[config.mk]
export PLATFORM = sky130hd
export DESIGN_NAME = ccs_div
export DESIGN_NICKNAME = d
export VERILOG_FILES = /design/src/hdl/ccs_pkg.sv /design/src/hdl/ccs_div.sv
export SDC_FILE = /design/constraint.sdc
export NUM_CORES = 2
export LEC_CHECK = 0
export ABC_AREA = 1
export BUFFER_PORTS_ARGS = -buffer_cell sky130_fd_sc_hd__buf_2
export CORE_MARGIN = 2
export CORE_UTILIZATION = 45
export DETAILED_ROUTE_END_ITERATION = 6
export SYNTH_ARGS = -nofsm -noshare
export SYNTH_HDL_FRONTEND = slang
export SYNTH_SLANG_ARGS = --single-unit
[constraint.sdc]
create_clock -name clk -period 4.52 [get_ports clk]
set_input_delay 0.678 -clock clk [delete_from_list [all_inputs] [get_ports clk]]
set_output_delay 0.678 -clock clk [all_outputs]
set_load 0.01 [all_outputs]
[src/hdl/ccs_pkg.sv]
// ----------------------------------------------------------------------------
// ccs_pkg
// Shared types, register indexes, effect codes and small arithmetic helpers
// for the cell color effect shader.
// ----------------------------------------------------------------------------
package ccs_pkg;

  // largest area size in cells; larger settings are taken as this
  localparam int MAX_AREA_DIM = 4096;

  localparam int NUM_W = 35;
  localparam int DEN_W = 34;
  localparam int QUO_W = 12;

  localparam logic [2:0] CFG_SELECT   = 3'd0;
  localparam logic [2:0] CFG_STRENGTH = 3'd1;
  localparam logic [2:0] CFG_COLOR    = 3'd2;
  localparam logic [2:0] CFG_PARAM    = 3'd3;
  localparam logic [2:0] CFG_COLS     = 3'd4;
  localparam logic [2:0] CFG_ROWS     = 3'd5;
  localparam logic [2:0] CFG_CURSOR   = 3'd6;
  localparam logic [2:0] CFG_DEFAULTS = 3'd7;

  localparam logic [3:0] EFF_DIM      = 4'd0;
  localparam logic [3:0] EFF_GRAY     = 4'd1;
  localparam logic [3:0] EFF_TINT     = 4'd2;
  localparam logic [3:0] EFF_VIGNETTE = 4'd3;
  localparam logic [3:0] EFF_GRADIENT = 4'd4;
  localparam logic [3:0] EFF_ZEBRA    = 4'd5;
  localparam logic [3:0] EFF_RULER    = 4'd6;
  localparam logic [3:0] EFF_MARGIN   = 4'd7;
  localparam logic [3:0] EFF_SPOT     = 4'd8;

  localparam logic [15:0] GRAD_UP         = 16'd1;
  localparam logic [15:0] GRAD_LTR        = 16'd2;
  localparam logic [15:0] GRAD_RTL        = 16'd3;
  localparam logic [15:0] SPOT_RADIUS_DEF = 16'd10;

  localparam logic [7:0] LUMA_R = 8'd77;
  localparam logic [7:0] LUMA_G = 8'd150;
  localparam logic [7:0] LUMA_B = 8'd29;
  localparam logic [7:0] FULL   = 8'd255;

  typedef struct packed {
    logic [5:0]  select;
    logic [7:0]  strength;
    logic [23:0] color;
    logic [15:0] param;
    logic [12:0] cols;
    logic [12:0] rows;
    logic [24:0] cursor;
    logic [47:0] defaults;
  } cfg_t;

  typedef struct packed {
    logic        pass;
    logic        fp0;
    logic [23:0] fc0;
    logic        bp0;
    logic [23:0] bc0;
    logic [23:0] fc;
    logic [23:0] bc;
  } cell_t;

  typedef struct packed {
    logic ruler_hit;
    logic margin_hit;
    logic use_q;
  } hit_t;

  typedef struct packed {
    cell_t body;
    hit_t  hit;
  } item_t;

  // exact x/255 for x up to 255*255
  function automatic logic [7:0] div255(input logic [15:0] x);
    logic [16:0] t;
    logic [16:0] s;
    t = {1'b0, x} + 17'd1;
    s = t + (t >> 8);
    return s[15:8];
  endfunction

  function automatic logic [15:0] blend8(input logic [7:0] from, input logic [7:0] to,
                                         input logic [7:0] a);
    logic [15:0] p0;
    logic [15:0] p1;
    p0 = 16'(from) * 16'(FULL - a);
    p1 = 16'(to) * 16'(a);
    return p0 + p1;
  endfunction

  function automatic logic [7:0] luma(input logic [23:0] c);
    logic [15:0] s;
    s = 16'(c[23:16]) * 16'(LUMA_R) + 16'(c[15:8]) * 16'(LUMA_G) + 16'(c[7:0]) * 16'(LUMA_B);
    return s[15:8];
  endfunction

endpackage

[src/hdl/ccs_div.sv]
// ----------------------------------------------------------------------------
// ccs_div
// Pipelined restoring divider, one quotient bit per stage; the quotient is
// known to fit in QUO_W bits.
// ----------------------------------------------------------------------------
module ccs_div import ccs_pkg::*; (
  input  logic             clk,
  input  logic             rst_n,
  input  logic             en,
  input  logic             in_valid,
  input  item_t            in_item,
  input  logic [NUM_W-1:0] in_num,
  input  logic [DEN_W-1:0] in_den,
  output logic             out_valid,
  output item_t            out_item,
  output logic [QUO_W-1:0] out_quo
);

  localparam int SH_W = DEN_W + QUO_W - 1;

  logic             v_r   [QUO_W];
  item_t            it_r  [QUO_W];
  logic [NUM_W-1:0] rem_r [QUO_W];
  logic [DEN_W-1:0] den_r [QUO_W];
  logic [QUO_W-1:0] quo_r [QUO_W];

  for (genvar k = 0; k < QUO_W; k++) begin : g_stage
    localparam int B = QUO_W - 1 - k;
    logic             pv;
    item_t            pit;
    logic [NUM_W-1:0] prem;
    logic [DEN_W-1:0] pden;
    logic [QUO_W-1:0] pquo;
    logic [SH_W-1:0]  sh;
    logic             ge;

    if (k == 0) begin : g_first
      assign pv   = in_valid;
      assign pit  = in_item;
      assign prem = in_num;
      assign pden = in_den;
      assign pquo = '0;
    end else begin : g_next
      assign pv   = v_r[k-1];
      assign pit  = it_r[k-1];
      assign prem = rem_r[k-1];
      assign pden = den_r[k-1];
      assign pquo = quo_r[k-1];
    end

    assign sh = SH_W'(pden) << B;
    assign ge = SH_W'(prem) >= sh;

    always_ff @(posedge clk) begin
      if (!rst_n) begin
        v_r[k] <= 1'b0;
      end else if (en) begin
        v_r[k] <= pv;
      end
    end

    always_ff @(posedge clk) begin
      if (en) begin
        it_r[k]  <= pit;
        den_r[k] <= pden;
        rem_r[k] <= ge ? NUM_W'(SH_W'(prem) - sh) : prem;
        quo_r[k] <= ge ? (pquo | (QUO_W'(1) << B)) : pquo;
      end
    end
  end

  assign out_valid = v_r[QUO_W-1];
  assign out_item  = it_r[QUO_W-1];
  assign out_quo   = quo_r[QUO_W-1];

endmodule

# [Word-level counts from Yosys, hierarchy flattened]
# Memories as Yosys holds them, arrays and structs flattened.
# Index checks and enable logic that the tools add are counted.
[word_totals] mem_bits_rw=2208 wordCells=82 ff_bits=0 memories=5 input_bits=175 out_inout_bits=115
[op_classes] n_bitwise=12 addsub=12 muxes=41 order_cmp=12
[memory_table] name="it_r" depth=12 word_bits=102 read_ports=12 rd_ports_with_merged_regs=0 wr=12 line="ccs_div.sv:22" rtl="item_t it_r [QUO_W];"
[memory_table] name="rem_r" depth=12 word_bits=35 read_ports=11 rd_ports_with_merged_regs=0 wr=12 line="ccs_div.sv:23" rtl="logic [NUM_W-1:0] rem_r [QUO_W];"
[memory_table] name="den_r" depth=12 word_bits=34 read_ports=11 rd_ports_with_merged_regs=0 wr=12 line="ccs_div.sv:24" rtl="logic [DEN_W-1:0] den_r [QUO_W];"
[memory_table] name="quo_r" depth=12 word_bits=12 read_ports=12 rd_ports_with_merged_regs=0 wr=12 line="ccs_div.sv:25" rtl="logic [QUO_W-1:0] quo_r [QUO_W];"
[memory_table] name="v_r" depth=12 word_bits=1 read_ports=12 rd_ports_with_merged_regs=0 wr=12 line="ccs_div.sv:21" rtl="logic v_r [QUO_W];"
[op_table] op="2-to-1 mux 35 bit" n=12
[op_table] op="subtractor 35 bit" n=11
[op_table] op=">= comparator 35 x 45 -> 1 bit" n=1
[op_table] op=">= comparator 35 x 44 -> 1 bit" n=1
[op_table] op=">= comparator 35 x 43 -> 1 bit" n=1
[op_table] op=">= comparator 35 x 42 -> 1 bit" n=1
[op_table] op=">= comparator 35 x 41 -> 1 bit" n=1
[op_table] op=">= comparator 35 x 40 -> 1 bit" n=1
[op_table] op=">= comparator 35 x 39 -> 1 bit" n=1
[op_table] op=">= comparator 35 x 38 -> 1 bit" n=1
[op_table] op=">= comparator 35 x 37 -> 1 bit" n=1
[op_table] op=">= comparator 35 x 36 -> 1 bit" n=1
[op_table] op=">= comparator 35 x 34 -> 1 bit" n=1
[op_table] op=">= comparator 35 bit" n=1
[op_table] op="subtractor 35 x 34 -> 35 bit" n=1
[op_table] op="2-to-1 mux 1 bit" n=18
[op_table] op="2-to-1 mux 12 bit" n=1
[op_table] op="OR 1 bit" n=12
[op_table] op="2-to-1 mux 11 bit" n=1
[op_table] op="2-to-1 mux 10 bit" n=1
[op_table] op="2-to-1 mux 9 bit" n=1
[op_table] op="2-to-1 mux 8 bit" n=1
[op_table] op="2-to-1 mux 7 bit" n=1
[op_table] op="2-to-1 mux 6 bit" n=1
[op_table] op="other kinds (4)" n=4

# [Logic depth before layout (Yosys ltp)]
[logic_depth] depth_word=4 ltp_mapped=17

# [Worst setup path after synthesis]
# No wires, ideal clock.
[synth_timing] kind="input -> register" startpoint="in in_num[11]" endpoint="mem rem_r[0][33], data pin" path_buffers=0 setup_time_ns=0.253 t_arrival_ns=2.172 required_time_ns=4.267 path_slack_ns=2.095 cell_stages=11 path_cell_list="inv_1 ha_1 fa_1 nor2_1 nor2_1 o21ai_0 nand3_1 nand4_1 nand2_1 nand2_1 nand2_1"
[synth_rtl] item="start: declaration" line="ccs_div.sv:12" rtl="input logic [NUM_W-1:0] in_num,"
[synth_rtl] item="end: declaration" line="ccs_div.sv:23"

==> flow_summary.json <==
{
  "top_layer": "met4",
  "netlist_area_um2": 91470,
  "critPathLaunchType": "input pin",
  "core-area_um2": 202100,
  "ys_async_sr_fraction_pct": 0,
  "cts.sinks": 2073,
  "fmaxAchievable_mhz": 296.9,
  "layout_setup_ws_ps": 1152,
  "fp-row-count": 165,
  "arrival_ps": 4030,
  "dp_hpwl_um": 187900,
  "die_x_um": 454.8,
  "grt_pass1_vias": 58301,
  "reg2regPathDepth": 13,
  "critical_path_class": "in2reg",
  "postSynthCellCount": 8011,
  "cts_max_level": 4,
  "syn_to_final_growth_pct": 14.61,
  "num_vias": 57746,
  "reg2reg_setup_slack_ps": 1240,
  "period_needed_ps": 3368,
  "wl_met1_um": 96460,
  "grt_pass1_wl_um": 360100,
  "synthMostInstantiatedCell": "nand2_1",
  "nets": 9176,
  "hp-class": "in2reg",
  "worstHoldPathCells": 1,
  "leakage_nw": 44.51,
  "hold_viol": 0,
  "yosysUniqueCellTypes": 50,
  "utilization_pct": 51.87,
  "syn_nets": 8550,
  "cp.required_ps": 5180,
  "start_util_pct": 45.26,
  "synth.area.top_cells": "edfxtp_1 (68%), nand2_1 (9.6%), ha_1 (4.8%)",
  "synth-edff-count": 2072,
  "io_buffers": 289,
  "outcome": "finished, violations left",
  "synthFlopType": "edfxtp_1",
  "rsz0062_at_grt": "false",
  "first_pass_iters": 7,
  "drv_cap": 0,
  "grt-ovfl-total": 0,
  "ir_drop_mv": 0.3847,
  "crit_fanout": 25,
  "viasPerCell": 5.027,
  "cts_made_buffers": 211,
  "worst_slew_pin_slew_ps": 1121,
  "ys_seq_elements": 2073,
  "drtIter0Drc": 4103,
  "netlist_top_cells_count": "nand2_1 (2328), edfxtp_1 (2072), inv_1 (1123)",
  "totalWireLength_um": 240900,
  "cp-end-kind": "register",
  "place_ws_ps": 810.7,
  "grt_usage_pct": 23.33,
  "wl_met3_um": 8976,
  "gp_congestion": 1.009,
  "nFillCells": 17683,
  "cts.reportedPaths.clkPinSlew_ps": 60,
  "dieArea_um2": 206900,
  "yosysSeqAreaShare_pct": 68.05,
  "yosys_warnings": 0,
  "wl_met2_um": 125800,
  "max-slew-margin-rel_pct": 24.70,
  "fin_crit_sh_pct": 74.52,
  "die_y_um": 454.8,
  "grt_max_degree": 122,
  "antenna_found_initial": 2,
  "slew_violations": 0,
  "synth_largest_area_cell": "edfxtp_1",
  "wl_per_cell_um": 20.97,
  "power_density_nw_per_um2": 438.4,
  "yosys.area.top_type_share_pct": 68.02,
  "drc": 2,
  "cts_root_buf": "clkbuf_16",
  "cts_max_path_buffers": 3,
  "syn_area_per_cell_um2": 11.42,
  "whs_ps": 62.83,
  "setup_tns_ps": 0,
  "clk_latency_ps": 890,
  "setup_viol": 0,
  "power_mw": 45.96,
  "violations": "DRC",
  "detail-route-antenna-nets": 0,
  "num_io_pins": 290,
  "cts_tree": "done",
  "fin_skew_ps": 79.53,
  "drive_gt1_share_pct": 8.713
}
==> flip-flops by register name, summed over array words and instances, names as in the netlist <==
signal,count
v_r,12
den_r,374
it_r,1224
quo_r,78
rem_r,385
==> metrics by stage <==
stage | std cells | area, um^2
after floorplan | 8011 | 91470
after global placement | 10974 | 96560
after detailed placement | 10974 | 96560
after CTS | 11485 | 104800
after global routing | 11486 | 104800
final | 11487 | 104800
==> path summary, 6_finish.rpt <==
check                             startpoint            to
worst max-delay path               in_den[4]  rem_r[0][29]
worst min-delay path               in_den[7]   den_r[0][7]
worst min register to register  it_r[2][107]  it_r[2][209]
worst max register to register  rem_r[6][11]  rem_r[7][19]
==> cell families after synthesis <==
kind of cell | share of synthesized area (%)
flops | 68.05
fa+ha+maj | 5.070
xor+xnor | 1.618
simple gates | 16.64
buf+inv | 5.323
compound gates | 3.302
==> layout make-up <==
| type | count | area [um^2] | share of cell area [%] |
|---|---|---|---|
| Tap cell | 2672 | 3343 | 3.189 |
| Clock inverter | 150 | 1630 | 1.555 |
| Antenna cell | 1 | 2.502 | 0.002387 |
| Sequential cell | 2073 | 62240 | 59.37 |
| Multi-Input combinational cell | 4730 | 24360 | 23.24 |
| Inverter | 1125 | 4223 | 4.028 |
| Clock buffer | 240 | 5410 | 5.161 |
| Timing Repair Buffer | 496 | 3621 | 3.454 |
==> metal layers <==
| layer | global-route usage, % | up-vias |
|---|---|---|
| li1 | - | 28394 |
| met1 | 27.79 | 27770 |
| met2 | 42.44 | 1207 |
| met3 | 3.269 | 375 |
| met4 | 9.096 | 0 |
| met5 | 0 | - |
==> power breakdown <==
group	switching [mW]	internal (mW)	total, mW
Combinational	3.71	1.71	5.43
Sequential	0.580	22.6	23.2
Clock	7.45	9.87	17.3
Total	11.7	34.2	46.0
==> placed cells by master (no fill, tap or decap), types with 10 or more instances in the layout <==
| cell type | count |
|---|---|
| nor2_2 | 26 |
| buf_4 | 61 |
| nand2_1 | 2328 |
| clkinv_1 | 56 |
| clkinvlp_4 | 13 |
| o21ai_1 | 25 |
| xor2_1 | 137 |
| and2_1 | 15 |
| o21ai_0 | 146 |
| edfxtp_1 | 2072 |
| nor4_1 | 13 |
| bufinv_16 | 21 |
| xnor2_1 | 32 |
| nand3_1 | 504 |
| clkinv_2 | 35 |
| fa_1 | 11 |
| buf_12 | 25 |
| a21oi_1 | 327 |
| clkinv_16 | 14 |
| ha_1 | 353 |
| nand4_1 | 120 |
| nand3b_1 | 19 |
| nor3_1 | 72 |
| o21bai_1 | 46 |
| buf_2 | 288 |
| clkbuf_1 | 28 |
| nand2_4 | 10 |
| clkbuf_16 | 212 |
| dlygate4sd3_1 | 122 |
| nor2_1 | 468 |
| nand3_2 | 18 |
| nand2_2 | 15 |
| inv_1 | 1123 |
==> timing repair <==
action                                 4_1_cts  5_1_grt
buffers inserted                             0        0
endpoints found under the hold margin      121        1
resized for setup                            0        0
setup endpoints to repair                    0        0
hold buffers                               121        1
==> critical path: stages <==
cell           delay [ps]
dlygate4sd3_1         520
buf_2                 150
inv_1                  50
ha_1                  340
nand2_1               110
nor2_1                320
nand2_1               230
nor2_1                170
nand3_2               570
nand4_4               600
nand2_1               100
nand2_1               170
(Power assumes the default switching activity.)
