==> config.mk <==
export PLATFORM = sky130hd
export DESIGN_NAME = ccs_shade
export DESIGN_NICKNAME = d
export VERILOG_FILES = /design/src/hdl/ccs_pkg.sv /design/src/hdl/ccs_shade.sv
export SDC_FILE = /design/constraint.sdc
export NUM_CORES = 2
export LEC_CHECK = 0
export ABC_AREA = 1
export BUFFER_PORTS_ARGS = -buffer_cell sky130_fd_sc_hd__buf_2
export CORE_UTILIZATION = 40
export DETAILED_ROUTE_END_ITERATION = 8
export PLACE_DENSITY_LB_ADDON = 0.05
export SKIP_CTS_REPAIR_TIMING = 1
export SLEW_MARGIN = 20
export SYNTH_ARGS = -nofsm -noshare
export SYNTH_HDL_FRONTEND = slang
export SYNTH_SLANG_ARGS = --single-unit
==> constraint.sdc <==
create_clock -name clk -period 11.1 [get_ports clk]
set_input_delay 3.33 -clock clk [delete_from_list [all_inputs] [get_ports clk]]
set_output_delay 3.33 -clock clk [all_outputs]
set_load 0.1 [all_outputs]
==> src/hdl/ccs_pkg.sv <==
// ----------------------------------------------------------------------------
// ccs_pkg
// Shared types, register indexes, effect codes and small arithmetic helpers
// for the cell color effect shader.
// ----------------------------------------------------------------------------
package ccs_pkg;

  // largest area size in cells; larger settings are taken as this
  localparam int MAX_AREA_DIM = 4096;

  localparam int NUM_W = 35;
  localparam int DEN_W = 34;
  localparam int QUO_W = 12;

  localparam logic [2:0] CFG_SELECT   = 3'd0;
  localparam logic [2:0] CFG_STRENGTH = 3'd1;
  localparam logic [2:0] CFG_COLOR    = 3'd2;
  localparam logic [2:0] CFG_PARAM    = 3'd3;
  localparam logic [2:0] CFG_COLS     = 3'd4;
  localparam logic [2:0] CFG_ROWS     = 3'd5;
  localparam logic [2:0] CFG_CURSOR   = 3'd6;
  localparam logic [2:0] CFG_DEFAULTS = 3'd7;

  localparam logic [3:0] EFF_DIM      = 4'd0;
  localparam logic [3:0] EFF_GRAY     = 4'd1;
  localparam logic [3:0] EFF_TINT     = 4'd2;
  localparam logic [3:0] EFF_VIGNETTE = 4'd3;
  localparam logic [3:0] EFF_GRADIENT = 4'd4;
  localparam logic [3:0] EFF_ZEBRA    = 4'd5;
  localparam logic [3:0] EFF_RULER    = 4'd6;
  localparam logic [3:0] EFF_MARGIN   = 4'd7;
  localparam logic [3:0] EFF_SPOT     = 4'd8;

  localparam logic [15:0] GRAD_UP         = 16'd1;
  localparam logic [15:0] GRAD_LTR        = 16'd2;
  localparam logic [15:0] GRAD_RTL        = 16'd3;
  localparam logic [15:0] SPOT_RADIUS_DEF = 16'd10;

  localparam logic [7:0] LUMA_R = 8'd77;
  localparam logic [7:0] LUMA_G = 8'd150;
  localparam logic [7:0] LUMA_B = 8'd29;
  localparam logic [7:0] FULL   = 8'd255;

  typedef struct packed {
    logic [5:0]  select;
    logic [7:0]  strength;
    logic [23:0] color;
    logic [15:0] param;
    logic [12:0] cols;
    logic [12:0] rows;
    logic [24:0] cursor;
    logic [47:0] defaults;
  } cfg_t;

  typedef struct packed {
    logic        pass;
    logic        fp0;
    logic [23:0] fc0;
    logic        bp0;
    logic [23:0] bc0;
    logic [23:0] fc;
    logic [23:0] bc;
  } cell_t;

  typedef struct packed {
    logic ruler_hit;
    logic margin_hit;
    logic use_q;
  } hit_t;

  typedef struct packed {
    cell_t body;
    hit_t  hit;
  } item_t;

  // exact x/255 for x up to 255*255
  function automatic logic [7:0] div255(input logic [15:0] x);
    logic [16:0] t;
    logic [16:0] s;
    t = {1'b0, x} + 17'd1;
    s = t + (t >> 8);
    return s[15:8];
  endfunction

  function automatic logic [15:0] blend8(input logic [7:0] from, input logic [7:0] to,
                                         input logic [7:0] a);
    logic [15:0] p0;
    logic [15:0] p1;
    p0 = 16'(from) * 16'(FULL - a);
    p1 = 16'(to) * 16'(a);
    return p0 + p1;
  endfunction

  function automatic logic [7:0] luma(input logic [23:0] c);
    logic [15:0] s;
    s = 16'(c[23:16]) * 16'(LUMA_R) + 16'(c[15:8]) * 16'(LUMA_G) + 16'(c[7:0]) * 16'(LUMA_B);
    return s[15:8];
  endfunction

endpackage

==> src/hdl/ccs_shade.sv <==
// ----------------------------------------------------------------------------
// ccs_shade
// Back pipeline: picks blend amount and target per color, blends each
// channel, divides by 255 and applies the keep mask into the output register.
// ----------------------------------------------------------------------------
module ccs_shade import ccs_pkg::*; (
  input  logic             clk,
  input  logic             rst_n,
  input  logic             en,
  input  cfg_t             cfg,
  input  logic             in_valid,
  input  item_t            in_item,
  input  logic [QUO_W-1:0] in_quo,
  output logic             out_valid,
  output logic             out_fp,
  output logic [23:0]      out_fc,
  output logic             out_bp,
  output logic [23:0]      out_bc
);

  logic [3:0] eff;
  logic [7:0] a;
  assign eff = cfg.select[3:0];
  assign a   = cfg.strength;

  logic v1_r, v2_r, v3_r, v4_r;
  item_t it1_r;
  cell_t c2_r, c3_r;
  logic [QUO_W-1:0] q1_r;
  logic [15:0] sprod1_r;
  logic [7:0]  lumf1_r, lumb1_r;
  logic [7:0]  alf2_r, alb2_r;
  logic [23:0] tgf2_r, tgb2_r;
  logic [15:0] sf3_r [3];
  logic [15:0] sb3_r [3];
  logic        fp4_r, bp4_r;
  logic [23:0] fc4_r, bc4_r;

  always_ff @(posedge clk) begin
    if (!rst_n) begin
      v1_r <= 1'b0;
      v2_r <= 1'b0;
      v3_r <= 1'b0;
      v4_r <= 1'b0;
    end else if (en) begin
      v1_r <= in_valid;
      v2_r <= v1_r;
      v3_r <= v2_r;
      v4_r <= v3_r;
    end
  end

  logic [7:0]  alf, alb;
  logic [23:0] tgf, tgb;

  // alpha 0 leaves a color exactly as it is
  always_comb begin
    alf = 8'd0;
    alb = 8'd0;
    tgf = 24'd0;
    tgb = 24'd0;
    case (eff)
      EFF_DIM: begin
        alf = a;
        alb = a;
      end
      EFF_GRAY: begin
        alf = a;
        alb = a;
        tgf = {3{lumf1_r}};
        tgb = {3{lumb1_r}};
      end
      EFF_TINT: begin
        alf = a;
        alb = a;
        tgf = cfg.color;
        tgb = cfg.color;
      end
      EFF_VIGNETTE: begin
        if (it1_r.hit.use_q) begin
          alf = q1_r[7:0];
          alb = q1_r[7:0];
        end
      end
      EFF_GRADIENT: begin
        if (it1_r.hit.use_q) begin
          alf = q1_r[7:0];
          alb = q1_r[7:0];
          tgf = cfg.defaults[47:24];
          tgb = cfg.defaults[47:24];
        end
      end
      EFF_ZEBRA: begin
        if (q1_r[0]) begin
          alf = a;
          alb = a;
        end
      end
      EFF_RULER: begin
        if (it1_r.hit.ruler_hit) begin
          alb = a;
          tgb = cfg.color;
        end
      end
      EFF_MARGIN: begin
        if (it1_r.hit.margin_hit) begin
          alf = a;
          alb = a;
        end
      end
      EFF_SPOT: begin
        if (it1_r.hit.use_q) begin
          alf = div255(sprod1_r);
          alb = div255(sprod1_r);
        end
      end
      default: begin
        alf = 8'd0;
      end
    endcase
  end

  logic keep_f, keep_b;
  logic [23:0] shf, shb;
  assign keep_f = (cfg.select[5:4] == 2'd0) || cfg.select[4];
  assign keep_b = (cfg.select[5:4] == 2'd0) || cfg.select[5];

  for (genvar ch = 0; ch < 3; ch++) begin : g_chan
    assign shf[ch*8 +: 8] = div255(sf3_r[ch]);
    assign shb[ch*8 +: 8] = div255(sb3_r[ch]);
  end

  always_ff @(posedge clk) begin
    if (en) begin
      it1_r    <= in_item;
      q1_r     <= in_quo;
      sprod1_r <= 16'(a) * 16'(in_quo[7:0]);
      lumf1_r  <= luma(in_item.body.fc);
      lumb1_r  <= luma(in_item.body.bc);

      c2_r   <= it1_r.body;
      alf2_r <= alf;
      alb2_r <= alb;
      tgf2_r <= tgf;
      tgb2_r <= tgb;

      c3_r <= c2_r;
      for (int ch = 0; ch < 3; ch++) begin
        sf3_r[ch] <= blend8(c2_r.fc[ch*8 +: 8], tgf2_r[ch*8 +: 8], alf2_r);
        sb3_r[ch] <= blend8(c2_r.bc[ch*8 +: 8], tgb2_r[ch*8 +: 8], alb2_r);
      end

      if (c3_r.pass || !keep_f) begin
        fp4_r <= c3_r.fp0;
        fc4_r <= c3_r.fc0;
      end else begin
        fp4_r <= 1'b1;
        fc4_r <= shf;
      end
      if (c3_r.pass || !keep_b) begin
        bp4_r <= c3_r.bp0;
        bc4_r <= c3_r.bc0;
      end else begin
        bp4_r <= 1'b1;
        bc4_r <= shb;
      end
    end
  end

  assign out_valid = v4_r;
  assign out_fp    = fp4_r;
  assign out_fc    = fc4_r;
  assign out_bp    = bp4_r;
  assign out_bc    = bc4_r;

endmodule

### After elaboration in Yosys (flattened, before gate mapping)

Memories as Yosys holds them, arrays and structs flattened.
Cells that the tools add are included.

* flip-flop bits (word level): 410
* input bits: 271
* memory bits (writable): 96
* output and inout bits: 51
* memories kept: 2

Memories
* sb3_r: words 3, width 16, rd ports 3, clocked after memory_dff 0, wr ports 3, line ccs_shade.sv:35 `logic [15:0] sb3_r [3];`
* sf3_r: words 3, width 16, rd ports 3, clocked after memory_dff 0, wr ports 3, line ccs_shade.sv:34 `logic [15:0] sf3_r [3];`

* reduce and logical (&&, ||, !) cells: 10
* add/sub/neg operators: 26
* multipliers: 19
* equality and inequality tests: 8
* multiplexer cells: 15

Operators by type and width (number)
* adder 16 x 1 -> 17 bit (second input constant): 7
* adder 16 x 9 -> 16 bit: 7
* multiplier 8 x 8 -> 16 bit: 7
* adder 16 bit: 6
* two-way mux 24 bit: 4
* one-hot mux 24 bit (4 select lines): 1
* one-hot mux 24 bit (3 select lines): 1
* multiplier 8 x 16 -> 16 bit: 4
* multiplier 8 x 7 -> 15 bit (second input constant): 4
* one-hot mux 8 bit (6 select lines): 1
* two-way mux 8 bit: 5
* one-hot mux 8 bit (5 select lines): 1
* adder 15 x 16 -> 16 bit: 2
* adder 16 x 13 -> 16 bit: 2
* multiplier 9 x 9 -> 16 bit: 2
* multiplier 8 x 5 -> 13 bit (second input constant): 2
* subtractor 8 x 8 -> 9 bit (first input constant): 2
* == test 4 x 3 -> 1 bit (second input constant): 4
* == test 4 x 2 -> 1 bit (second input constant): 2
* == test 4 x 1 -> 1 bit (second input constant): 1
* == test 4 bit (second input constant): 1
* zero test 4 bit: 1
* logical OR 1 bit: 4
* OR reduction 3 bit: 1
* other kinds (4): 6

### Depth between registers and ports, before layout

* depth after elaboration: 5
* gate-level depth with buffers: 28
* mapped depth without buffers: 26

### Worst setup path after synthesis

No wires, ideal clock.

* kind: input port to flip-flop
* start: input in_item[39] (netlist bit)
* end: register lumf1_r[6], data pin
* arrival: 8.517 ns
* path buffers: 0
* required time: 10.841 ns
* stages: 23
* slack: 2.324 ns
* path through: ha_1 > ha_1 > inv_1 > fa_1 > fa_1 > inv_1 > ha_1 > a21oi_1 > inv_1 > a31oi_1 > xnor2_1 > ha_1 > fa_1 > inv_1 > fa_1 > fa_1 > inv_1 > ha_1 > a21oi_1 > o21ai_0 > a211oi_1 > nand2_1 > xor2_1

* word-level cells in the longest chain between the ends: 3

RTL lines
* from (decl): line ccs_shade.sv:12 `input item_t in_item,`
* multiplier 8 x 7 -> 15 bit: line ccs_pkg.sv:96 `s = 16'(c[23:16]) * 16'(LUMA_R) + 16'(c[15:8]) * 16'(LUMA_G) + 16'(c[7:0]) * 16'(LUMA_B);`
* adder 15 x 16 -> 16 bit: line ccs_pkg.sv:96
* adder 16 x 13 -> 16 bit: line ccs_pkg.sv:96
* to (signal assigned): line ccs_shade.sv:138 `lumf1_r <= luma(in_item.body.fc);`
* to (decl): line ccs_shade.sv:31 `logic [7:0] lumf1_r, lumb1_r;`

No other way between the ends.
A chain may end at the register's enable or synchronous reset.

### Worst setup path after layout

Ends and elaborated chain as after synthesis.

==> reports/results.ini <==
[status]
status = finished clean

[worst_setup_path]
worstPathCellList = buf_2 > ha_1 > ha_1 > inv_1 > fa_1 > fa_1 > inv_1 > ha_1 > a21oi_1 > inv_1 > a31oi_1 > xnor2_1 > ha_1 > fa_1 > inv_1 > fa_1 > fa_1 > inv_1 > ha_1 > a21oi_1 > o21ai_0 > a211oi_1 > nand2_1 > xor2_1
critical_path.top_delay_family = adder cells
cp_max_fo = 5
slowest_delay_ns = 0.50
rrSetupSlack_ns = 4.63
reg2reg_depth = 19
slowest_stage = fa_1
startpoint_type = input port
worst_ep_required_time_ns = 11.49
path_class = input port to flip-flop
critPathCaptureType = flip-flop
timing.rr.start = alb2_r[6]
r2r_end = sb3_r[0][44]
cp.buffers_inverters = 6
critical_path_arrival_ns = 9.11

[power]
p_sw_mw = 9.57
clkPwrFrac_pct = 11.2
power_density_nw_per_um2 = 306
p_leak_nw = 33.4
fin_total_pwr_mw = 19.1
switching_share_pct = 50.1
power.internal_mw = 9.53
vdd_drop_max_mv = 0.279
p_comb_share_pct = 70.6
seqPwrFrac_pct = 18.2

[route]
wl_per_cell_um = 16.5
num_vias = 39851
wl_um = 140000
drt-met1-wl_um = 72700
dr.pass1.iters = 5
drt_iter0_drc = 2139
remaining_drc_errors = 0
drt-vias-per-instance = 4.70
dr.max_layer_used = met5
met2_length_um = 59000
ant_nets = 0
met3_length_um = 5450

[timing]
slew_viol_final = 0
finalCritPeriodShare_pct = 78.6
setup_viol = 0
setup_tns_ns = 0
skew_ns = 0.0482
min_period_ns = 8.72
max-slew-margin-rel_pct = 27.9
timing.fmax_mhz = 115
hold_viol = 0
rsz0062_at_grt = no
worst_pin_slew_ns = 1.08

[clock_network]
clk_path_buf_depth = 3
h-tree-depth = 3
cts_tree = done
cts_buffers = 68
cts_root_buffer = clkbuf_16
cts_sinks = 506
path_clk_slew_ns = 0.08
insertion_delay_ns = 0.67

[synthesis]
avgSynthCellArea_um2 = 8.98
synthArstFlopShare_pct = 0
synth_cells = 6371
ys_seq_elements = 506
synthesis.area_um2 = 57200
synth_ff_type = edfxtp_1
synth_edf_count = 502
yosysSeqAreaShare_pct = 26.5
yosysWarnings = 0
synth.distinct_cells = 55

[run]
drv_cap = 0

[floorplan]
rows = 138
start_util_pct = 40.4
die_w_um = 380
core_area_um2 = 142000
ioPinCount = 322
die_h_um = 380
die_area_um2 = 145000

[place]
dpl_cell_area_um2 = 60300
hpwl_um = 112000
io_buffer_count = 226
place.gp.congestion = 0.852

[grt]
grt_pass1_vias = 41495
grt_overflow = 0
grt_pass1_wl_um = 229000
grt_max_degree = 158
antenna_found_initial = 4
grt.total_usage_pct = 20.0

[cells_and_area]
nets = 8171
post-route-util_pct = 44.1
final_area_um2 = 62500
nFillCells = 14117
drive_gt1_share_pct = 6.50
syn2layout_area_growth_pct = 9.24

[hold_path]
hp-class = flip-flop to flip-flop
min_from = it1_r[22]
hold_depth = 0
worstHoldEndpoint = c2_r[19]

-- cells by family after synthesis --
| logic type | share of synthesized area (%) |
|---|---|
| and+or+nand+nor | 15.5 |
| buffers and inverters | 12.1 |
| adders and majority gates | 39.4 |
| DFF | 26.5 |
| AOI/OAI and AO/OA | 3.34 |
| xor gates and xnor gates | 3.20 |
| other | 0.00655 |
-- through the flow --
stage	setup slack (ns)	instances	hold slack [ns]
after floorplan	2.32	6376	0.400
after global placement	1.70	8349	0.401
after detailed placement	1.71	8349	0.405
after CTS	2.39	8472	0.371
after global routing	2.16	8472	0.391
final	2.38	8474	0.370
-- worst reg2reg max path, stage by stage (launching register included) --
cell and delay [ns]:
edfxtp_1 0.32, buf_4 0.39, clkinv_1 0.88, nand2_1 0.31, fa_1 0.47, fa_1 0.48
fa_1 0.52, inv_1 0.05, fa_1 0.51, fa_1 0.50, inv_1 0.05, fa_1 0.47
inv_1 0.04, ha_1 0.34, a21oi_1 0.20, o21ai_0 0.13, a21oi_1 0.22, o21bai_1 0.09
a21oi_1 0.16, xnor2_1 0.10
-- sequential cells by signal, indices dropped and copies added (netlist names) --
name	flops
out_bp	1
tgb2_r	24
c3_r	51
it1_r	102
v3_r	1
sprod1_r	16
out_valid	1
alf2_r	8
out_fp	1
sb3_r	48
tgf2_r	24
v2_r	1
out_fc	24
sf3_r	48
alb2_r	8
c2_r	99
q1_r	8
out_bc	24
lumb1_r	8
lumf1_r	8
v1_r	1
-- final cells by class --
cell class | count | area, um2 | area share, %
Multi-Input combinational cell | 4040 | 35200 | 56.3
Inverter | 1663 | 6240 | 9.99
Tap cell | 1890 | 2360 | 3.78
Clock buffer | 80 | 1790 | 2.86
Sequential cell | 506 | 15200 | 24.2
Clock inverter | 43 | 412 | 0.659
Antenna cell | 2 | 5.00 | 0.00801
Timing Repair Buffer | 250 | 1360 | 2.17
-- synthesized netlist by cell type (9+ instances only) --
master        n  area [um2]
inv_1      1653        6200
nand2_1    1345        5050
fa_1        720       14400
ha_1        651        8150
edfxtp_1    502       15100
nor2_1      346        1300
nand3_1     259        1300
a21oi_1     167         836
xor2_1      148        1300
clkbuf_1    121         454
o21ai_0      85         425
nand4_1      57         357
xnor2_1      56         490
nor3_1       32         160
clkbuf_2     28         140
o21bai_1     20         150
buf_1        15        56.3
nor2_2       14        87.6
nor2_4       14         158
o31ai_1      11        82.6
a211oi_1      9        67.6
a31oi_1       9        56.3
o2111ai_1     9        78.8
or2_2         9        56.3
-- routing by layer --
layer	vias up	global-route usage, %
met5	-	0
met4	8	4.32
met3	132	2.03
met2	692	30.3
met1	19304	30.6
li1	19715	-
-- power groups by stage --
stage / sequential, mW / combinational, mW / clock [mW]
detailed placement: 3.51 / 13.5 / 0
CTS: 3.47 / 13.6 / 2.23
floorplan: 3.61 / 9.97 / 0
global placement: 3.50 / 13.5 / 0
global route: 3.52 / 15.7 / 2.29
finish: 3.47 / 13.5 / 2.15
-- worst max path at each step --
stage | startpoint | to | slack [ns] | cells past startpoint
after floorplan | in_item[39] | lumf1_r[6] | 2.32 | 23
after global placement | in_item[39] | lumf1_r[6] | 1.70 | 24
after detailed placement | in_item[39] | lumf1_r[6] | 1.71 | 24
after CTS | in_item[39] | lumf1_r[6] | 2.39 | 24
after global routing | in_item[39] | lumf1_r[6] | 2.16 | 24
final | in_item[39] | lumf1_r[6] | 2.38 | 24
-- cell usage in the layout, fill, tap and decap left out, types with 9 or more instances in the layout --
master / count
clkbuf_16: 70
nor2_1: 346
or2_2: 9
buf_4: 21
inv_1: 1652
o21ai_0: 85
nand2_1: 1345
fa_1: 720
a211oi_1: 9
buf_2: 225
a31oi_1: 9
nor2_4: 14
o31ai_1: 11
nor3_1: 31
nor2_2: 14
clkinv_1: 13
nand3_1: 259
a21oi_1: 166
xor2_1: 148
clkinv_2: 11
clkbuf_1: 10
o21bai_1: 20
o2111ai_1: 9
ha_1: 651
edfxtp_1: 502
nand4_1: 57
xnor2_1: 56
Power figures use the tool's default switching activity.
