<file path="config.mk">
export PLATFORM = sky130hd
export DESIGN_NAME = ccs_geom
export DESIGN_NICKNAME = d
export VERILOG_FILES = /design/src/hdl/ccs_pkg.sv /design/src/hdl/ccs_geom.sv
export SDC_FILE = /design/constraint.sdc
export NUM_CORES = 2
export LEC_CHECK = 0
export ABC_AREA = 1
export BUFFER_PORTS_ARGS = -buffer_cell sky130_fd_sc_hd__buf_2
export CAP_MARGIN = 30
export CORE_MARGIN = 4
export CORE_UTILIZATION = 34
export DETAILED_ROUTE_END_ITERATION = 8
export PLACE_DENSITY = 0.59
export SETUP_SLACK_MARGIN = 0.15
export SKIP_CTS_REPAIR_TIMING = 1
export SYNTH_ARGS = -nofsm -noshare
export SYNTH_HDL_FRONTEND = slang
export SYNTH_SLANG_ARGS = --single-unit
export TNS_END_PERCENT = 10
</file>
<file path="constraint.sdc">
create_clock -name clk -period 6.4 [get_ports clk]
set_input_delay 0.32 -clock clk [delete_from_list [all_inputs] [get_ports clk]]
set_output_delay 0.32 -clock clk [all_outputs]
set_load 0.03 [all_outputs]
</file>
<file path="src/hdl/ccs_pkg.sv">
// ----------------------------------------------------------------------------
// ccs_pkg
// Shared types, register indexes, effect codes and small arithmetic helpers
// for the cell color effect shader.
// ----------------------------------------------------------------------------
package ccs_pkg;

  // largest area size in cells; larger settings are taken as this
  localparam int MAX_AREA_DIM = 4096;

  localparam int NUM_W = 35;
  localparam int DEN_W = 34;
  localparam int QUO_W = 12;

  localparam logic [2:0] CFG_SELECT   = 3'd0;
  localparam logic [2:0] CFG_STRENGTH = 3'd1;
  localparam logic [2:0] CFG_COLOR    = 3'd2;
  localparam logic [2:0] CFG_PARAM    = 3'd3;
  localparam logic [2:0] CFG_COLS     = 3'd4;
  localparam logic [2:0] CFG_ROWS     = 3'd5;
  localparam logic [2:0] CFG_CURSOR   = 3'd6;
  localparam logic [2:0] CFG_DEFAULTS = 3'd7;

  localparam logic [3:0] EFF_DIM      = 4'd0;
  localparam logic [3:0] EFF_GRAY     = 4'd1;
  localparam logic [3:0] EFF_TINT     = 4'd2;
  localparam logic [3:0] EFF_VIGNETTE = 4'd3;
  localparam logic [3:0] EFF_GRADIENT = 4'd4;
  localparam logic [3:0] EFF_ZEBRA    = 4'd5;
  localparam logic [3:0] EFF_RULER    = 4'd6;
  localparam logic [3:0] EFF_MARGIN   = 4'd7;
  localparam logic [3:0] EFF_SPOT     = 4'd8;

  localparam logic [15:0] GRAD_UP         = 16'd1;
  localparam logic [15:0] GRAD_LTR        = 16'd2;
  localparam logic [15:0] GRAD_RTL        = 16'd3;
  localparam logic [15:0] SPOT_RADIUS_DEF = 16'd10;

  localparam logic [7:0] LUMA_R = 8'd77;
  localparam logic [7:0] LUMA_G = 8'd150;
  localparam logic [7:0] LUMA_B = 8'd29;
  localparam logic [7:0] FULL   = 8'd255;

  typedef struct packed {
    logic [5:0]  select;
    logic [7:0]  strength;
    logic [23:0] color;
    logic [15:0] param;
    logic [12:0] cols;
    logic [12:0] rows;
    logic [24:0] cursor;
    logic [47:0] defaults;
  } cfg_t;

  typedef struct packed {
    logic        pass;
    logic        fp0;
    logic [23:0] fc0;
    logic        bp0;
    logic [23:0] bc0;
    logic [23:0] fc;
    logic [23:0] bc;
  } cell_t;

  typedef struct packed {
    logic ruler_hit;
    logic margin_hit;
    logic use_q;
  } hit_t;

  typedef struct packed {
    cell_t body;
    hit_t  hit;
  } item_t;

  // exact x/255 for x up to 255*255
  function automatic logic [7:0] div255(input logic [15:0] x);
    logic [16:0] t;
    logic [16:0] s;
    t = {1'b0, x} + 17'd1;
    s = t + (t >> 8);
    return s[15:8];
  endfunction

  function automatic logic [15:0] blend8(input logic [7:0] from, input logic [7:0] to,
                                         input logic [7:0] a);
    logic [15:0] p0;
    logic [15:0] p1;
    p0 = 16'(from) * 16'(FULL - a);
    p1 = 16'(to) * 16'(a);
    return p0 + p1;
  endfunction

  function automatic logic [7:0] luma(input logic [23:0] c);
    logic [15:0] s;
    s = 16'(c[23:16]) * 16'(LUMA_R) + 16'(c[15:8]) * 16'(LUMA_G) + 16'(c[7:0]) * 16'(LUMA_B);
    return s[15:8];
  endfunction

endpackage

</file>
<file path="src/hdl/ccs_geom.sv">
// ----------------------------------------------------------------------------
// ccs_geom
// Front pipeline: default fill, cell distances, gradient position, and the
// dividend and divisor for the shared divider.
// ----------------------------------------------------------------------------
module ccs_geom import ccs_pkg::*; (
  input  logic             clk,
  input  logic             rst_n,
  input  logic             en,
  input  cfg_t             cfg,
  input  logic             in_valid,
  input  logic [11:0]      in_col,
  input  logic [11:0]      in_row,
  input  logic             in_fp,
  input  logic [23:0]      in_fc,
  input  logic             in_bp,
  input  logic [23:0]      in_bc,
  input  logic             in_tail,
  output logic             out_valid,
  output item_t            out_item,
  output logic [NUM_W-1:0] out_num,
  output logic [DEN_W-1:0] out_den
);

  logic [3:0]  eff;
  logic [7:0]  a;
  logic [11:0] cx, cy;
  logic [15:0] rad;

  assign eff = cfg.select[3:0];
  assign a   = cfg.strength;
  assign cx  = cfg.cols[12:1];
  assign cy  = cfg.rows[12:1];
  assign rad = (cfg.param == 16'd0) ? SPOT_RADIUS_DEF : cfg.param;

  // settings-derived terms, static while cells flow
  logic [23:0] cxsq_r;
  logic [25:0] cy4sq_r;
  logic [31:0] inner_r;
  logic [24:0] far_r;
  logic [33:0] ramp_r;

  always_ff @(posedge clk) begin
    cxsq_r  <= 24'(cx) * 24'(cx);
    cy4sq_r <= (26'(cy) * 26'(cy)) << 2;
    inner_r <= 32'(rad) * 32'(rad);
    far_r   <= 25'(cxsq_r) + 25'(cy4sq_r);
    ramp_r  <= (34'(inner_r) << 1) + 34'(inner_r);
  end

  // stage 1 inputs
  logic signed [13:0] dx_c, dy_c, pos_c;
  logic [12:0] span_c, spm1_c;
  logic [11:0] gpos_c;
  cell_t       cell_c;

  always_comb begin
    if (eff == EFF_SPOT) begin
      dx_c = $signed({2'b0, in_col}) - $signed({2'b0, cfg.cursor[11:0]});
      dy_c = $signed({2'b0, in_row}) - $signed({2'b0, cfg.cursor[23:12]});
    end else begin
      dx_c = $signed({2'b0, in_col}) - $signed({2'b0, cx});
      dy_c = $signed({2'b0, in_row}) - $signed({2'b0, cy});
    end
    case (cfg.param)
      GRAD_UP: begin
        span_c = cfg.rows;
        pos_c  = $signed({1'b0, cfg.rows}) - 14'sd1 - $signed({2'b0, in_row});
      end
      GRAD_LTR: begin
        span_c = cfg.cols;
        pos_c  = $signed({2'b0, in_col});
      end
      GRAD_RTL: begin
        span_c = cfg.cols;
        pos_c  = $signed({1'b0, cfg.cols}) - 14'sd1 - $signed({2'b0, in_col});
      end
      default: begin
        span_c = cfg.rows;
        pos_c  = $signed({2'b0, in_row});
      end
    endcase
    spm1_c = span_c - 13'd1;
    if (pos_c < 14'sd0) begin
      gpos_c = 12'd0;
    end else if (pos_c > $signed({1'b0, spm1_c})) begin
      gpos_c = spm1_c[11:0];
    end else begin
      gpos_c = pos_c[11:0];
    end
    cell_c.pass = in_tail || (eff > EFF_SPOT);
    cell_c.fp0  = in_fp;
    cell_c.fc0  = in_fc;
    cell_c.bp0  = in_bp;
    cell_c.bc0  = in_bc;
    cell_c.fc   = in_fp ? in_fc : cfg.defaults[23:0];
    cell_c.bc   = in_bp ? in_bc : cfg.defaults[47:24];
  end

  logic v1_r, v2_r, v3_r, v4_r, v5_r;
  item_t it1_r, it2_r, it3_r, it4_r, it5_r;
  logic [11:0] y1_r, y2_r, y3_r, y4_r;
  logic [11:0] gden1_r, gden2_r, gden3_r, gden4_r;
  logic gok1_r, gok2_r, gok3_r, gok4_r;
  logic signed [13:0] dx1_r, dy1_r;
  logic [11:0] gpos1_r;
  logic [23:0] dxsq2_r;
  logic [25:0] dy4sq2_r;
  logic [19:0] gnum2_r, gnum3_r, gnum4_r;
  logic [26:0] d3_r;
  logic [24:0] dcap4_r;
  logic [26:0] over4_r;
  logic        hit4_r;
  logic [NUM_W-1:0] num5_r;
  logic [DEN_W-1:0] den5_r;

  always_ff @(posedge clk) begin
    if (!rst_n) begin
      v1_r <= 1'b0;
      v2_r <= 1'b0;
      v3_r <= 1'b0;
      v4_r <= 1'b0;
      v5_r <= 1'b0;
    end else if (en) begin
      v1_r <= in_valid;
      v2_r <= v1_r;
      v3_r <= v2_r;
      v4_r <= v3_r;
      v5_r <= v4_r;
    end
  end

  logic signed [27:0] dxp, dyp;
  logic [26:0] overc;
  item_t it5_nxt;
  logic [NUM_W-1:0] num5_nxt;
  logic [DEN_W-1:0] den5_nxt;

  assign dxp   = dx1_r * dx1_r;
  assign dyp   = dy1_r * dy1_r;
  assign overc = (34'(over4_r) >= ramp_r) ? ramp_r[26:0] : over4_r;

  always_comb begin
    it5_nxt           = it4_r;
    it5_nxt.hit.use_q = 1'b0;
    num5_nxt          = '0;
    den5_nxt          = DEN_W'(1);
    case (eff)
      EFF_VIGNETTE: begin
        if (far_r != 25'd0) begin
          it5_nxt.hit.use_q = 1'b1;
          num5_nxt          = NUM_W'(33'(a) * 33'(dcap4_r));
          den5_nxt          = DEN_W'(far_r);
        end
      end
      EFF_GRADIENT: begin
        if (gok4_r) begin
          it5_nxt.hit.use_q = 1'b1;
          num5_nxt          = NUM_W'(gnum4_r);
          den5_nxt          = DEN_W'(gden4_r);
        end
      end
      EFF_ZEBRA: begin
        it5_nxt.hit.use_q = 1'b1;
        num5_nxt          = NUM_W'(y4_r);
        den5_nxt          = (cfg.param == 16'd0) ? DEN_W'(1) : DEN_W'(cfg.param);
      end
      EFF_SPOT: begin
        if (cfg.cursor[24] && hit4_r) begin
          it5_nxt.hit.use_q = 1'b1;
          num5_nxt          = (NUM_W'(overc) << 8) - NUM_W'(overc);
          den5_nxt          = ramp_r;
        end
      end
      default: begin
        it5_nxt.hit.use_q = 1'b0;
      end
    endcase
  end

  always_ff @(posedge clk) begin
    if (en) begin
      it1_r.body           <= cell_c;
      it1_r.hit.ruler_hit  <= {4'b0, in_col} == cfg.param;
      it1_r.hit.margin_hit <= {4'b0, in_col} >= cfg.param;
      it1_r.hit.use_q      <= 1'b0;
      y1_r    <= in_row;
      gden1_r <= spm1_c[11:0];
      gok1_r  <= span_c > 13'd1;
      dx1_r   <= dx_c;
      dy1_r   <= dy_c;
      gpos1_r <= gpos_c;

      it2_r    <= it1_r;
      y2_r     <= y1_r;
      gden2_r  <= gden1_r;
      gok2_r   <= gok1_r;
      dxsq2_r  <= dxp[23:0];
      dy4sq2_r <= {dyp[23:0], 2'b00};
      gnum2_r  <= 20'(a) * 20'(gpos1_r);

      it3_r   <= it2_r;
      y3_r    <= y2_r;
      gden3_r <= gden2_r;
      gok3_r  <= gok2_r;
      gnum3_r <= gnum2_r;
      d3_r    <= 27'(dxsq2_r) + 27'(dy4sq2_r);

      it4_r   <= it3_r;
      y4_r    <= y3_r;
      gden4_r <= gden3_r;
      gok4_r  <= gok3_r;
      gnum4_r <= gnum3_r;
      dcap4_r <= (d3_r > 27'(far_r)) ? far_r : d3_r[24:0];
      hit4_r  <= 32'(d3_r) > inner_r;
      over4_r <= 27'(32'(d3_r) - inner_r);

      it5_r  <= it5_nxt;
      num5_r <= num5_nxt;
      den5_r <= den5_nxt;
    end
  end

  assign out_valid = v5_r;
  assign out_item  = it5_r;
  assign out_num   = num5_r;
  assign out_den   = den5_r;

endmodule

</file>
# Word-level counts from Yosys, hierarchy flattened
# Index checks and enable logic that the tools add are counted.
# op_classes
add_sub_neg	14
n_mul	7
magnitude_cmp	8
eq_ne	8
muxes	23
reduce_logical	5
# op_table
operator	n
case mux 35 bit (4 select lines)	1
case mux 34 bit (4 select lines)	1
subtractor 12 x 12 -> 13 bit	4
two-way mux 25 bit	2
multiplier 14 x 14 -> 24 bit	2
two-way mux 24 bit	2
case mux 14 bit (3 select lines)	1
two-way mux 35 bit	1
subtractor 35 x 27 -> 35 bit	1
adder 33 x 32 -> 34 bit	1
>= comparator 27 x 34 -> 1 bit	1
two-way mux 34 bit	1
multiplier 8 x 25 -> 33 bit	1
two-way mux 33 bit	1
== test 16 x 2 -> 1 bit (second input constant)	2
> comparator 27 x 32 -> 1 bit	1
multiplier 16 x 16 -> 32 bit	1
two-way mux 16 bit	2
two-way mux 14 bit	2
subtractor 13 x 1 -> 14 bit (second input constant)	2
subtractor 14 x 13 -> 14 bit	2
adder 24 x 26 -> 27 bit	1
> comparator 27 x 25 -> 1 bit	1
two-way mux 27 bit	1
26 further kinds	30
# totals
ff_bits	1046
inputBits	232
output_inout_bits	172

# Longest topological paths before layout
# depth
ltp_word	6
ltp_mapped	35
depth_no_buf	34

# Least setup slack after synthesis
# OpenSTA, ideal clock, no wires.
# synth_path
path_kind	input to register
start	in cfg[113] in the netlist's numbering
end	reg inner_r[28]
setup_time_ps	72
t_arrival_ps	6152
slack_ps	177
cell_stages	33
n_path_buf	1
path_cell_list	buf_2 -> nor2_2 -> nand2_2 -> nor2_2 -> nand2_2 -> nor3_1 -> nor2_1 -> inv_1 -> nand2_1 -> fa_1 -> inv_1 -> fa_1 -> inv_1 -> fa_1 -> inv_1 -> fa_1 -> fa_1 -> inv_1 -> fa_1 -> inv_1 -> ha_1 -> nand2_1 -> inv_1 -> nand3_1 -> inv_1 -> nand3_1 -> and3_1 -> o21ai_0 -> nand4_1 -> o211ai_1 -> nand4_1 -> o21ai_0 -> xor2_1
# synth_between
elab_chain_len	3
# synth_rtl
item	line	text
start: declaration	ccs_geom.sv:10	input cfg_t cfg,
logical NOT 16 bit	ccs_geom.sv:34	assign rad = (cfg.param == 16'd0) ? SPOT_RADIUS_DEF : cfg.param;
two-way mux 16 bit (*)	ccs_geom.sv:34	
multiplier 16 x 16 -> 32 bit (*)	ccs_geom.sv:46	inner_r <= 32'(rad) * 32'(rad);
end signal: assignment	ccs_geom.sv:46	
end: declaration	ccs_geom.sv:39	logic [31:0] inner_r;
# Every way passes the cells marked *; elsewhere a longest branch is shown, timed or not.
# A chain may end at the register's enable or synchronous reset.

# Worst setup path in the final report
# layout_path
start	reg dx1_r[4]
end	reg dxsq2_r[18] (data pin)
# layout_between
elab_chain_len	1
# layout_rtl
item	line	text
start: declaration	ccs_geom.sv:105	logic signed [13:0] dx1_r, dy1_r;
start signal: assignment	ccs_geom.sv:190	dx1_r <= dx_c;
multiplier 14 x 14 -> 24 bit	ccs_geom.sv:139	assign dxp = dx1_r * dx1_r;
net dxp[18]	ccs_geom.sv:133	logic signed [27:0] dxp, dyp;
end signal: assignment	ccs_geom.sv:198	dxsq2_r <= dxp[23:0];
end: declaration	ccs_geom.sv:107	logic [23:0] dxsq2_r;
# The timed path passes the listed nets, and every way through them passes these cells.

==> results by group <==
Finish
  • Multi-input gate area: 42100 sq um
  • Storage cell area: just under 30000 sq um
  • Synth-to-Final Area Change: 13.4%
  • Nets: 10.2k
  • Fin cells: 11.6k
  • Layout fillers: 22.7k
  • Share of cells above drive strength 1: 0.100

Placement
  • GP Congestion: 0.932
  • DP HPWL: 176 mm
  • Post-Place Cells: 11.3k
  • # port buffers: roughly 380

Routing
  • Wirelength, routed: between 200 and 250 mm
  • Vias: between 50k and 60k
  • Routed Antenna Nets: 0
  • WL per Instance: 18.7 um
  • DR iter-0 viols: roughly 4.2k
  • First-pass DRT Iterations: 6
  • # DRC: 0
  • Drt via density: 4.78

Yosys
  • Post-synthesis sequential area ratio: 0.374
  • Netlist cell types: 77
  • Ys async rst share: 0
  • Area leader, netlist: edfxtp_1
  • Post-synthesis cell count: 7937
  • Flops & latches, synth: 1035
  • Syn Area/Cell: 10.0 sq um
  • Top-count cell post-synth: inv_1
  • Post-synth top cells: inv_1 (1759), nand2_1 (1480), edfxtp_1 (897)
  • Synth Cell Area: 79300 sq um
  • Number of synthesized flops with an enable pin: 897
  • Largest cells by area after synthesis: edfxtp_1 (34%), fa_1 (20%), ha_1 (11%)
  • Area share of the leading cell type in the synthesized netlist: 0.339
  • Most used DFF post-synth: edfxtp_1
  • Syn. warnings: 0

Floorplanning
  • I/O Pins: 404
  • Core area: 232000 sq um
  • Vert. Die Dim: 491 um
  • Die area: 241000 sq um
  • Die X: 491 um
  • FP Rows: 177
  • Starting Density: 0.342

Setup path
  • Crit path cell chain: buf_4 -> nand2_1 -> inv_1 -> fa_1 -> inv_1 -> fa_1 -> inv_1 -> fa_1 -> inv_1 -> fa_1 -> fa_1 -> inv_1 -> fa_1 -> ha_1 -> buf_4 -> nand2_1 -> nor2_1 -> a211o_1 -> a31oi_1 -> o21ai_0 -> nand3_1 -> nand2_1 -> a21oi_1 -> xnor2_1
  • CP delay by family, top: adder cells
  • Worst EP arrival: 6.53 ns
  • Req. time, crit path: 6.88 ns
  • Crit path buf inv count: 7
  • Crit Path Category: register to register
  • Slowest cell on crit path: fa_1
  • Max incr delay on CP: between 0.5 and 0.6 ns
  • Largest fanout on the critical path: 6
  • CP Launch Type: register
  • Most used cell, CP: fa_1
  • Worst setup EP type: register
  • R2r setup slk: ~0.34 ns

STA
  • Final setup fails: 0
  • Worst Max-Slew Pin Slew: 1.02 ns
  • TNS Setup: 0 ns
  • Slew headroom: 0.320
  • Hold WS: approximately 0.030 ns
  • Crit path time final: 6.06 ns
  • RSZ-0062 raised after global routing: yes
  • Final hold violations: 0
  • Final period util: 0.946
  • Final-report max-slew violation count: 0
  • Max Fclk: 165 MHz
  • Skew final: 0.108 ns

Clocking
  • Worst-path clk slew: 0.06 ns
  • CTS buffer count: roughly 110
  • CTS tree: built
  • Clk buf depth: 3
  • Skew-Pair Late Insertion Delay: 0.79 ns
  • Htree depth: 3
  • Clock Root Buffer: clkbuf_16
  • CTS sink cnt: around 1.0k

Global routing
  • Largest net degree at the start of global routing: between 150 and 200
  • Vias in the first global route: 56.0k
  • Gr usage total: 0.177
  • Initial antenna violation count: 19
  • Global-route wire length before repair: 330 mm
  • Gr ovfl total: 0

Run
  • Max Cap Viol: 0

Worst hold path
  • Worst hold path class: input pin to register

Outcome
  • Outcome: completed
## worst min-delay path, delay by kind of cell
| family | cells | cell delay, ns |
|---|---|---|
| xor+xnor | 1 | 0.08 |
| buf+inv | 1 | 0.20 |
| simple gates | 1 | 0.12 |
## sequential cells by signal, indices dropped and copies added (netlist names), 20 cells and up
signal and cells:
out_item 102, gnum2_r 20, it1_r 101, gnum4_r 20, out_num 35, dxsq2_r 23, dy4sq2_r 23, ramp_r 33
over4_r 27, dcap4_r 24, far_r 24, it4_r 101, cxsq_r 23, inner_r 31, it2_r 101, it3_r 101
out_den 34, d3_r 26, cy4sq_r 22, gnum3_r 20
## layer usage
metal	track usage	share of wire	wire, um	up-vias
li1	-	-	-	26200
met1	0.245	0.45	97300	27400
met2	0.285	0.46	99600	1619
met3	0.0248	0.060	13000	291
met4	0.0567	0.033	7200	4
met5	0	0.00031	68	-
## per-stage QoR
step | util | worst slack (ns) | area (sq um)
5_1_grt | 0.387 | 0.0995 | 90000
4_1_cts | 0.382 | 0.157 | 88800
6_report | 0.387 | 0.344 | 90000
3_3_place_gp | 0.366 | -0.0994 | 85100
2_1_floorplan | - | 0.177 | 79400
3_5_place_dp | 0.366 | -0.238 | 85100
## logic make-up (layout without fill, tap and decap cells)
| group | Yosys count | after routing | share of synthesized area |
|---|---|---|---|
| mux | 50 | 50 | 0.00706 |
| fa+ha+maj | 1479 | 1479 | 0.310 |
| simple gates | 2167 | 2167 | 0.114 |
| buf+inv | 1986 | 2601 | 0.0959 |
| flops | 1035 | 1035 | 0.374 |
| compound gates | 895 | 895 | 0.0636 |
| xor+xnor | 323 | 323 | 0.0357 |
| other cells | 2 | 8 | 0.0000946 |
## layout by cell type, fill, tap and decap left out, drive strengths merged, types with 11 or more instances in the layout
master | synthesis | final
a22oi | 11 | 11
xnor2 | 112 | 112
or2 | 27 | 27
o221ai | 15 | 15
nor3 | 42 | 42
mux2 | 48 | 48
o22ai | 13 | 13
fa | 808 | 808
o2111ai | 18 | 18
dfxtp | 138 | 138
xor2 | 211 | 211
dlygate4sd3 | 0 | 114
a31oi | 27 | 27
bufinv | 0 | 12
ha | 671 | 671
buf | 44 | 501
nand4 | 52 | 52
o21bai | 20 | 20
clkbuf | 158 | 125
nand2 | 1514 | 1514
a21oi | 419 | 419
edfxtp | 897 | 897
clkinv | 4 | 58
o21ai | 277 | 277
nor4 | 16 | 16
nand3 | 168 | 168
a21boi | 13 | 13
inv | 1780 | 1784
o211ai | 16 | 16
nor2 | 330 | 330
nand3b | 11 | 11
a21o | 18 | 18
## final timing paths
check             start     endpoint  cells past startpoint
max            dx1_r[4]  dxsq2_r[18]                     24
min             cfg[98]   cxsq_r[23]                      3
max reg2reg    dx1_r[4]  dxsq2_r[18]                     24
min reg2reg  gnum2_r[6]   gnum3_r[6]                      0
## final cells by class
type                       instances  share of cell area
multi-input combinational       4917               0.467
sequential                      1035               0.330
inverter                        1784              0.0746
timing repair buffer             615              0.0446
tap                             3043              0.0423
clock buffer                     125              0.0313
clock inverter                    77             0.00977
antenna                            5            0.000139
Power is not shown: default switching activity piles up to over one toggle a cycle in this logic, so the estimate is an artifact.
